$ cat src/rtl/core/fixed_block_free_list_allocator_unit_defines.svh
// Assertion macros for the block pool allocator.
`ifndef FIXED_BLOCK_FREE_LIST_ALLOCATOR_UNIT_DEFINES_SVH
`define FIXED_BLOCK_FREE_LIST_ALLOCATOR_UNIT_DEFINES_SVH
`ifndef SYNTHESIS
`define FBFLA_ASSERT_IMP(lbl, clk, rst, ante, cons) \
  lbl: assert property (@(posedge clk) disable iff (rst) (ante) |-> (cons)) \
    else $error("assertion failed");
`define FBFLA_ASSERT_NXT(lbl, clk, rst, ante, cons) \
  lbl: assert property (@(posedge clk) disable iff (rst) (ante) |=> (cons)) \
    else $error("assertion failed");
`else
`define FBFLA_ASSERT_IMP(lbl, clk, rst, ante, cons)
`define FBFLA_ASSERT_NXT(lbl, clk, rst, ante, cons)
`endif
`endif

$ cat src/rtl/core/fbfla_pkg.sv
// Shared constants and control types for the block pool allocator.
package fbfla_pkg;
  localparam int MAX_BLOCKS_DEF = 256;

  localparam int CFG_IDX_W = 1;
  localparam int CFG_DATA_W = 17;
  localparam int CNT_CFG_W = 9;
  localparam int BYTES_W = 17;
  localparam int IDX_IN_W = 8;
  localparam int OFFSET_W = 24;
  localparam int STATUS_W = 2;

  localparam logic [CFG_IDX_W-1:0] CFG_BLOCK_COUNT = 1'b0;
  localparam logic [CFG_IDX_W-1:0] CFG_BLOCK_BYTES = 1'b1;

  localparam logic [CNT_CFG_W-1:0] COUNT_RESET = 9'd256;
  localparam logic [BYTES_W-1:0] MIN_BYTES = 17'd8;
  localparam logic [BYTES_W-1:0] MAX_BYTES = 17'd65536;

  localparam logic OP_ALLOC = 1'b0;
  localparam logic OP_FREE = 1'b1;

  localparam logic [STATUS_W-1:0] STATUS_OK = 2'd0;
  localparam logic [STATUS_W-1:0] STATUS_EMPTY = 2'd1;
  localparam logic [STATUS_W-1:0] STATUS_RANGE = 2'd2;

  typedef struct packed {
    logic accept;
    logic exec;
  } fbfla_cmd_t;

  typedef struct packed {
    logic slot_free;
  } fbfla_sts_t;
endpackage

$ cat src/rtl/core/fbfla_ram.sv
// Generic single-write, single-read RAM with registered read data.
module fbfla_ram #(
  parameter int WIDTH = 9,
  parameter int DEPTH = 256
) (
  input  logic                     clk,
  input  logic                     we,
  input  logic [$clog2(DEPTH)-1:0] waddr,
  input  logic [WIDTH-1:0]         wdata,
  input  logic [$clog2(DEPTH)-1:0] raddr,
  output logic [WIDTH-1:0]         rdata
);
  logic [WIDTH-1:0] mem [DEPTH];

  always_ff @(posedge clk) begin
    if (we) begin
      mem[waddr] <= wdata;
    end
    rdata <= mem[raddr];
  end
endmodule

$ cat src/rtl/core/fbfla_ctrl.sv
// Controller: sequences accept and execute of one transaction at a time.
module fbfla_ctrl import fbfla_pkg::*; (
  input  logic       clk,
  input  logic       rst,
  input  logic       in_valid,
  output logic       in_stall,
  input  fbfla_sts_t sts,
  output fbfla_cmd_t cmd
);
  typedef enum logic {S_IDLE, S_EXEC} state_t;

  state_t state;

  always_ff @(posedge clk) begin
    if (rst) begin
      state <= S_IDLE;
    end else begin
      unique case (state)
        S_IDLE: begin
          if (in_valid) begin
            state <= S_EXEC;
          end
        end
        S_EXEC: begin
          if (sts.slot_free) begin
            state <= S_IDLE;
          end
        end
        default: state <= S_IDLE;
      endcase
    end
  end

  assign in_stall   = (state != S_IDLE);
  assign cmd.accept = (state == S_IDLE) && in_valid;
  assign cmd.exec   = (state == S_EXEC) && sts.slot_free;
endmodule

$ cat src/rtl/core/fbfla_dp.sv
// Datapath: free list head, watermark, link RAM, offset multiply, result register.
module fbfla_dp import fbfla_pkg::*; #(
  parameter int MAX_BLOCKS = MAX_BLOCKS_DEF
) (
  input  logic                  clk,
  input  logic                  rst,
  input  logic                  cfg_we,
  input  logic [CFG_IDX_W-1:0]  cfg_index,
  input  logic [CFG_DATA_W-1:0] cfg_data,
  input  logic                  opcode,
  input  logic [IDX_IN_W-1:0]   block_index,
  input  fbfla_cmd_t            cmd,
  output fbfla_sts_t            sts,
  input  logic                  out_stall,
  output logic                  out_valid,
  output logic [IDX_IN_W-1:0]   granted_index,
  output logic [OFFSET_W-1:0]   byte_offset,
  output logic [STATUS_W-1:0]   status
);
  localparam int IDX_W = $clog2(MAX_BLOCKS);
  localparam int HW = $clog2(MAX_BLOCKS + 1);
  localparam int PROD_W = IDX_W + BYTES_W;
  localparam logic [HW-1:0] EMPTY_HEAD = HW'(MAX_BLOCKS);

  logic                 op_q;
  logic [IDX_IN_W-1:0]  idx_q;
  logic [HW-1:0]        head;
  logic [HW-1:0]        mark;
  logic [HW-1:0]        count;
  logic [BYTES_W-1:0]   eff;
  logic [HW-1:0]        link_rdata;

  logic [CNT_CFG_W-1:0] cnt_cfg;
  logic [HW-1:0]        count_next;
  logic [BYTES_W-1:0]   bytes_sat;
  logic [BYTES_W-1:0]   eff_next;

  logic                 head_ok;
  logic                 mark_ok;
  logic                 in_range;
  logic [IDX_W-1:0]     grant;
  logic [PROD_W-1:0]    prod;
  logic                 link_we;

  assign cnt_cfg = cfg_data[CNT_CFG_W-1:0];
  assign count_next = (32'(cnt_cfg) > 32'(MAX_BLOCKS)) ? EMPTY_HEAD : HW'(cnt_cfg);
  assign bytes_sat = (cfg_data > MAX_BYTES) ? MAX_BYTES : cfg_data;
  assign eff_next = (bytes_sat < MIN_BYTES) ? MIN_BYTES : bytes_sat;

  assign head_ok  = (head < EMPTY_HEAD);
  assign mark_ok  = (mark < count);
  assign in_range = (32'(idx_q) < 32'(count));
  assign grant    = head_ok ? head[IDX_W-1:0] : mark[IDX_W-1:0];
  assign prod     = PROD_W'(grant) * PROD_W'(eff);
  assign link_we  = cmd.exec && (op_q == OP_FREE) && in_range;

  assign sts.slot_free = !out_valid || !out_stall;

  fbfla_ram #(
    .WIDTH(HW),
    .DEPTH(MAX_BLOCKS)
  ) u_link (
    .clk  (clk),
    .we   (link_we),
    .waddr(IDX_W'(idx_q)),
    .wdata(head),
    .raddr(head[IDX_W-1:0]),
    .rdata(link_rdata)
  );

  always_ff @(posedge clk) begin
    if (cmd.accept) begin
      op_q  <= opcode;
      idx_q <= block_index;
    end
  end

  always_ff @(posedge clk) begin
    if (rst) begin
      head  <= EMPTY_HEAD;
      mark  <= '0;
      count <= (32'(COUNT_RESET) > 32'(MAX_BLOCKS)) ? EMPTY_HEAD : HW'(COUNT_RESET);
      eff   <= MIN_BYTES;
    end else if (cfg_we) begin
      head <= EMPTY_HEAD;
      mark <= '0;
      unique case (cfg_index)
        CFG_BLOCK_COUNT: count <= count_next;
        CFG_BLOCK_BYTES: eff <= eff_next;
        default: ;
      endcase
    end else if (cmd.exec) begin
      if (op_q == OP_ALLOC) begin
        if (head_ok) begin
          head <= link_rdata;
        end else if (mark_ok) begin
          mark <= mark + HW'(1);
        end
      end else if (in_range) begin
        head <= HW'(idx_q);
      end
    end
  end

  always_ff @(posedge clk) begin
    if (rst) begin
      out_valid <= 1'b0;
    end else if (cmd.exec) begin
      out_valid <= 1'b1;
    end else if (!out_stall) begin
      out_valid <= 1'b0;
    end
  end

  // result payload
  always_ff @(posedge clk) begin
    if (cmd.exec) begin
      granted_index <= '0;
      byte_offset   <= '0;
      status        <= STATUS_OK;
      if (op_q == OP_ALLOC) begin
        if (head_ok || mark_ok) begin
          granted_index <= IDX_IN_W'(grant);
          byte_offset   <= OFFSET_W'(prod);
        end else begin
          status <= STATUS_EMPTY;
        end
      end else if (!in_range) begin
        status <= STATUS_RANGE;
      end
    end
  end
endmodule

$ cat src/rtl/core/fixed_block_free_list_allocator_unit.sv
// Top level of the fixed-size block pool allocator with a LIFO free list.
// Accept captures the transaction in the input registers; in S_EXEC it runs and
// loads the output register. No new transaction is accepted until the last one ran.
// A result waiting on out_stall holds the next transaction in its execute cycle.
// Reset: pool holds blocks 0..count-1, count 256, size 8; no clearing pass, ready at once.
module fixed_block_free_list_allocator_unit import fbfla_pkg::*; #(
  parameter int MAX_BLOCKS = MAX_BLOCKS_DEF
) (
  input  logic                  clk,
  input  logic                  rst,
  input  logic                  cfg_we,
  input  logic [CFG_IDX_W-1:0]  cfg_index,
  input  logic [CFG_DATA_W-1:0] cfg_data,
  input  logic                  in_valid,
  output logic                  in_stall,
  input  logic                  opcode,
  input  logic [IDX_IN_W-1:0]   block_index,
  output logic                  out_valid,
  input  logic                  out_stall,
  output logic [IDX_IN_W-1:0]   granted_index,
  output logic [OFFSET_W-1:0]   byte_offset,
  output logic [STATUS_W-1:0]   status
);
`include "fixed_block_free_list_allocator_unit_defines.svh"

  fbfla_cmd_t cmd;
  fbfla_sts_t sts;

  fbfla_ctrl u_ctrl (
    .clk     (clk),
    .rst     (rst),
    .in_valid(in_valid),
    .in_stall(in_stall),
    .sts     (sts),
    .cmd     (cmd)
  );

  fbfla_dp #(
    .MAX_BLOCKS(MAX_BLOCKS)
  ) u_dp (
    .clk          (clk),
    .rst          (rst),
    .cfg_we       (cfg_we),
    .cfg_index    (cfg_index),
    .cfg_data     (cfg_data),
    .opcode       (opcode),
    .block_index  (block_index),
    .cmd          (cmd),
    .sts          (sts),
    .out_stall    (out_stall),
    .out_valid    (out_valid),
    .granted_index(granted_index),
    .byte_offset  (byte_offset),
    .status       (status)
  );

  `FBFLA_ASSERT_NXT(a_one_in_flight, clk, rst, in_valid && !in_stall, in_stall)
  `FBFLA_ASSERT_IMP(a_no_grant_on_error, clk, rst,
    out_valid && (status != STATUS_OK), (granted_index == '0) && (byte_offset == '0))
  `FBFLA_ASSERT_IMP(a_status_legal, clk, rst, out_valid,
    (status == STATUS_OK) || (status == STATUS_EMPTY) || (status == STATUS_RANGE))
  `FBFLA_ASSERT_NXT(a_exec_loads_result, clk, rst, cmd.exec, out_valid)
endmodule
$ cat config.mk
export PLATFORM = sky130hd
export DESIGN_NAME = fixed_block_free_list_allocator_unit
export DESIGN_NICKNAME = d
export VERILOG_FILES = /design/src/rtl/core/fbfla_pkg.sv /design/src/rtl/core/fbfla_ram.sv /design/src/rtl/core/fbfla_ctrl.sv /design/src/rtl/core/fbfla_dp.sv /design/src/rtl/core/fixed_block_free_list_allocator_unit.sv
export VERILOG_INCLUDE_DIRS = /design/src /design/src/rtl/core
export SDC_FILE = /design/constraint.sdc
export NUM_CORES = 2
export LEC_CHECK = 0
export BUFFER_PORTS_ARGS = -buffer_cell sky130_fd_sc_hd__buf_2
export CORE_ASPECT_RATIO = 2
export CORE_MARGIN = 2
export CORE_UTILIZATION = 28
export CTS_CLUSTER_DIAMETER = 200
export DETAILED_ROUTE_END_ITERATION = 8
export PLACE_DENSITY = 0.54
export SYNTH_ARGS = -nofsm -noshare
export SYNTH_HDL_FRONTEND = slang
export SYNTH_SLANG_ARGS = --single-unit
$ cat constraint.sdc
create_clock -name clk -period 9.1 [get_ports clk]
set_input_delay 0.455 -clock clk [delete_from_list [all_inputs] [get_ports clk]]
set_output_delay 0.455 -clock clk [all_outputs]
set_load 0.02 [all_outputs]
# After elaboration in Yosys (flattened, before gate mapping)
# Memories as Yosys holds them, arrays and structs flattened. A register that Yosys moved wholly into a read port is not among the register bits.
# Cells that the tools add are included.
[word_totals]
reg_bits = 89
latch_bits = 0
ram_bits = 2304
mem_bits_ro = 0
inputBits = 32
output_inout_bits = 36
elab_cells = 59
n_memories = 1
[op_classes]
add_sub_neg = 1
mul = 1
div = 0
order_cmp = 6
n_eq_ne = 2
shift = 0
n_mux = 17
bitwise_logic = 5
n_reduce_logical = 15
[memory_table]
columns = ["name", "depth", "width", "rd", "rd_ports_with_merged_regs", "write_ports", "line_no", "text"]
rows = [
  ["u_dp.u_link.mem", 256, 9, 1, 1, 1, "fbfla_ram.sv:13", "logic [WIDTH-1:0] mem [DEPTH];"],
]
[op_table]
columns = ["op", "n"]
rows = [
  ["9-bit two-way mux", 4],
  ["17-bit two-way mux", 2],
  ["8-bit by 17-bit multiplier with 24-bit output", 1],
  ["17-bit > comparator (second input constant)", 1],
  ["17-bit by 4-bit < comparator with 1-bit output (second input constant)", 1],
  ["9-bit by 1-bit adder with 9-bit output (second input constant)", 1],
  ["9-bit > comparator (second input constant)", 1],
  ["8-bit by 9-bit < comparator with 1-bit output", 1],
  ["9-bit < comparator", 1],
  ["9-bit < comparator (second input constant)", 1],
  ["8-bit two-way mux", 1],
  ["1-bit two-way mux", 7],
  ["1-bit inverter", 5],
  ["1-bit logical AND", 4],
  ["2-bit two-way mux", 2],
  ["2-bit AND reduction", 2],
  ["4-bit AND reduction", 1],
  ["2-bit OR reduction", 2],
  ["3-bit AND reduction", 1],
  ["1-bit logical NOT", 2],
  ["1-bit logical OR", 2],
  ["2-bit by 1-bit inequality test with 1-bit output (second input constant)", 1],
  ["2-bit inequality test (second input constant)", 1],
  ["1-bit one-hot mux with 2 select lines", 1],
  ["2-bit nonzero test", 1],
]

# Logic depth before layout (Yosys ltp)
[logic_depth]
ltp_word = 7
depth_mapped = 23
ltp_nobuf = 19

# By module
# From an unflattened synthesis, not the netlist that was laid out.
[hier_totals]
cells_unflattened = 5078
area_unflattened_um2 = 97292.1
[by_module_without_submodules]
columns = ["module", "instances", "cells_each", "area_per_inst_um2", "seq_area_each_um2"]
rows = [
  ["fbfla_ram", 1, 4237, 89278.1, 69366.5],
  ["fbfla_dp", 1, 836, 7965.1, 2192.1],
  ["fbfla_ctrl", 1, 5, 48.8, 20.0],
]

# Worst setup path after synthesis
# OpenSTA, ideal clock, no wires.
[synth_path]
kind = "flip-flop to flip-flop"
startpoint = "reg u_dp.head[0]"
endpoint = "reg u_dp.byte_offset[20], data pin"
setup_time_ns = 0.157
t_arrival_ns = 8.591
required_time_ns = 8.943
path_slack_ns = 0.352
path_stages_with_launch = 22
n_path_buf = 5
synth_period_minus_slack_ns = 8.748
cell_sequence = "dfxtp_1 > buf_2 > buf_2 > buf_2 > buf_4 > mux2i_1 > clkbuf_1 > nand2b_1 > fa_1 > inv_1 > fa_1 > inv_1 > fa_1 > inv_1 > ha_1 > and3_1 > and2_0 > a31oi_1 > a31oi_1 > o31a_1 > o21a_1 > nor3_1"
[synth_via]
elab_chain_len = 4
word_cells_on_any_way = 6
cone_classes = "mul (1); order compare (1); mux (1); bitwise (1); reduce/logical (2)"
[synth_lines]
columns = ["item", "line_no", "text"]
rows = [
  ["from (decl)", "fbfla_dp.sv:27", "logic [HW-1:0] head;"],
  ["from (signal assigned)", "fbfla_dp.sv:95", "head <= link_rdata;"],
  ["from (signal assigned)", "fbfla_dp.sv:100", "head <= HW'(idx_q);"],
  ["parallel branches: the longest is 4 deep, another holds 8-bit by 17-bit multiplier with 24-bit output", "--", ""],
  ["to (signal assigned)", "fbfla_dp.sv:124", "byte_offset <= OFFSET_W'(prod);"],
  ["to (decl)", "fbfla_dp.sv:17", "output logic [OFFSET_W-1:0] byte_offset,"],
]
# Parallel ways; which one is timed is not known.
# A chain may end at the register's enable or synchronous reset.

# Worst setup path after layout
[layout_path]
startpoint = "reg u_dp.head[7]"
endpoint = "reg u_dp.byte_offset[16], data pin"
# The elaborated chain is that of the path after synthesis.

==> impl_results.md <==
- Drt via density: 4.84
- Finished Layout Cells: 9729
- CP Max Fanout: 108
- Crit path time final: 6.19 ns
- P_leak: 32.6 nW
- XOR/XNOR Fraction of Synth Area: 0.209%
- Synthesis-to-finish area growth: 13.2%
- Sw Share: 21.3%
- Fin nets: 5165
- Routed Antenna Nets: 0
- Vias in the first global route: 50200
- Sequential fraction of the synthesis area: 74.3%
- RSZ-0062 raised after global routing: no
- Synth Area in Simple Gates: 3.58%
- Synth Net Count: 5014
- Post-synth top area cell: edfxtp_1
- Compound-cell area share of the yosys netlist: 3.89%
- Worst skew pair latency: 0.91 ns
- Initial core utilization: 28.1%
- Data required, critical path: 9.73 ns
- EDFF count, synth: 2347
- Synthesized instance count: 4834
- DP Wirelength: 171000 µm
- Clock sinks: 2402
- Synthesized area per cell: 19.9 µm²
- Core area: 343000 µm²
- Sw power: 4.61 mW
- Yosys warns: 0
- Antenna violations before repair: 3
- Row count: 304
- Async S/R FF share, synth: 0%
- Hold violation total from the final report: 0
- Most frequent CP cell: fa_1
- Routed WL per cell: 27.0 µm
- CTS Buffer Depth: 4
- Commonest cells in the netlist: edfxtp_1 (2347), mux4_2 (547), nor2_1 (319)
- Post-synthesis register bit count: 2402
- Synth Cell Area: 96300 µm²
- Clk pwr share: 40.4%
- Setup TNS Final: 0 ns
- Slowest-stage cell, CP: dfxtp_4
- Die Wd: 419 µm
- Synth top area cells: edfxtp_1 (73%), mux4_2 (13%), fa_1 (1.8%)
- Most frequent cell after synthesis: edfxtp_1
- Final Cycle Share: 68.1%
- Port Buffers: 67
- Die height: 834 µm
- DP Worst Slack: 2.89 ns
- Layout cell share with drive strength beyond 1: 21.1%
- Total wire length: 263000 µm
- Crit path kind: reg2reg
- Clock Pin Slew Worst Setup and Hold Paths: 0.08 ns
- Cell variety after synth: 60
- CTS tree: built
- Final setup violation count: 0
- Main combinational cell family by area after synthesis: multiplexers
- Gpl congestion: 0.874
- Top cell type's share of synthesized area: 73.1%
- Critical path startpoint category: flop
- GRT Util Overall: 14.8%
- Max Fclk: 161 MHz
- Inserted Clock Buffers: 200
- Drt first pass iters: 5
- Cells after DPL: 9342
- Worst relative slew slack: 19.3%
- First-pass GRT wire length: 373000 µm
- H-tree depth: 4
- Cells along the critical path: inv_1 > o21ai_1 > buf_4 > and2_1 > fa_1 > fa_1 > fa_1 > inv_1 > fa_1 > inv_1 > ha_1 > a21oi_1 > nand2_1 > o21ai_0 > o21ai_0 > a31oi_1 > xor2_1 > nor2_1
- Crit. End Element: flop
- Share of power burned in registers: 56.1%
- Max cap viols: 0
- Slowest stage delay, CP: 1.09 ns
- HP Class: in2reg
- Adder-Cell Fraction of Synth Area: 2.62%
- Crit path DAT: 6.83 ns
- Clock Skews: 0.0779 ns
- Internal: 17.0 mW
- Total die area: 349000 µm²
- Drt drc: 0
- Worst slew pin tran: 1.20 ns
- P per Cell Area: 198 nW/µm²
- Multiplexer share of the synthesized area: 13.7%
- Total gr overflow: 0
- Vias post-DR: 47100
- Starting DRT DRC Count: 3932
- Most used flip-flop cell after synthesis: edfxtp_1
- Resize count post-CTS: 0
- Max IR drop VDD: 0.150 mV
- Clock root buffer: clkbuf_16
- Combinational share of power: 3.5%
- Setup ws final: 2.91 ns
- Slew Viols, Final: 0
- # IOs: 68
- Largest net degree at the start of global routing: 187
- Postcts setup bufs: 0
- Status: finished clean
critical path: cells and delay by family (launching register included):
kind,cells,cell delay (ns)
simple gates,3,0.31
fa+ha+maj,5,2.19
compound gates,5,1.56
xor+xnor,1,0.16
buf+inv,4,0.59
flops,1,1.09
registers in the layout, summed over array words and instances, names as in the netlist:
name,count
u_dp.out_valid,1
u_dp.u_link.mem,2304
u_dp.byte_offset,24
u_dp.head,9
u_dp.u_link.rdata,9
u_dp.granted_index,8
u_dp.count,9
u_dp.op_q,1
u_dp.mark,9
u_ctrl.in_stall,1
u_dp.status,2
u_dp.idx_q,8
u_dp.eff,17
cell type report:
class / instances / area (µm²)
fillers: 32700 / 234000
flip-flops and latches: 2402 / 71600
multi-input cells: 2060 / 23300
well taps: 4590 / 5740
clock buffers: 234 / 5220
repair buffers: 206 / 1570
clock inverters: 121 / 1170
inverters: 115 / 432
diodes: 1 / 2.50
cell usage in the layout, fill, tap and decap left out, types with 11 or more instances in the layout:
master / count
a21oi_1: 50
a21o_1: 13
clkbuf_1: 30
nand4_1: 11
clkbuf_16: 204
edfxtp_1: 2347
nand2b_1: 17
buf_2: 67
mux4_2: 547
dfxtp_1: 46
dlygate4sd3_1: 31
nand3_1: 21
bufinv_16: 20
ha_1: 59
a22o_1: 22
xnor2_1: 11
a221oi_1: 25
and2_1: 51
o21ai_0: 18
clkinv_2: 36
a22oi_1: 93
xor2_1: 12
or2_2: 21
o22ai_1: 151
fa_1: 89
o211ai_1: 18
nor2b_1: 88
clkinv_1: 41
nand2_1: 114
nor3_1: 36
nor4_1: 12
buf_4: 99
mux2i_1: 91
a211oi_1: 43
inv_1: 112
nor2_1: 314
a31oi_1: 25
kinds of logic (layout without fill, tap and decap cells):
kind of cell	count (synthesis)	in the layout
flops	2402	2402
simple gates	737	737
mux	639	639
compound gates	513	513
buf+inv	372	676
fa+ha+maj	148	148
xor+xnor	23	23
other cells	0	1
metrics by stage:
step	util [%]	area, µm²	total power, mW	hold WS (ns)
global placement	29.9	102000	13.1	0.448
CTS	31.8	109000	21.8	0.0148
detailed placement	29.9	102000	13.1	0.445
finish	31.8	109000	21.6	0.0696
global route	31.8	109000	22.1	0.0731
floorplan	-	96300	12.8	0.432
path summary, 6_finish.rpt:
kind | from | endpoint | slack [ns] | depth (start not counted)
worst min register to register | u_dp.count[3] | u_dp.count[3] | 0.46 | 2
worst max register to register | u_dp.head[7] | u_dp.byte_offset[16] | 2.91 | 18
worst min-delay path | rst | u_dp.eff[0] | 0.07 | 2
worst max-delay path | u_dp.head[7] | u_dp.byte_offset[16] | 2.91 | 18
layer usage:
metal / track usage (%) / share of wire [%]
met2: 28.9 / 56
met4: 8.75 / 6.6
met5: 0 / 0
met1: 14.9 / 33
met3: 1.55 / 3.6
power by group through the flow:
stage	logic, mW	clock network [mW]	registers (mW)
2_1_floorplan	0.368	0	12.4
3_3_place_gp	0.738	0	12.4
3_5_place_dp	0.747	0	12.4
4_1_cts	0.758	8.91	12.1
5_1_grt	0.781	9.24	12.1
6_report	0.749	8.73	12.1
what timing repair did:
| item | 4_1_cts | 5_1_grt |
|---|---|---|
| setup endpoints to repair | 0 | 0 |
| hold endpoints to repair | 36 | 0 |
| hold buffers | 31 | 0 |
Note: power is estimated with default switching activity, not from simulation.
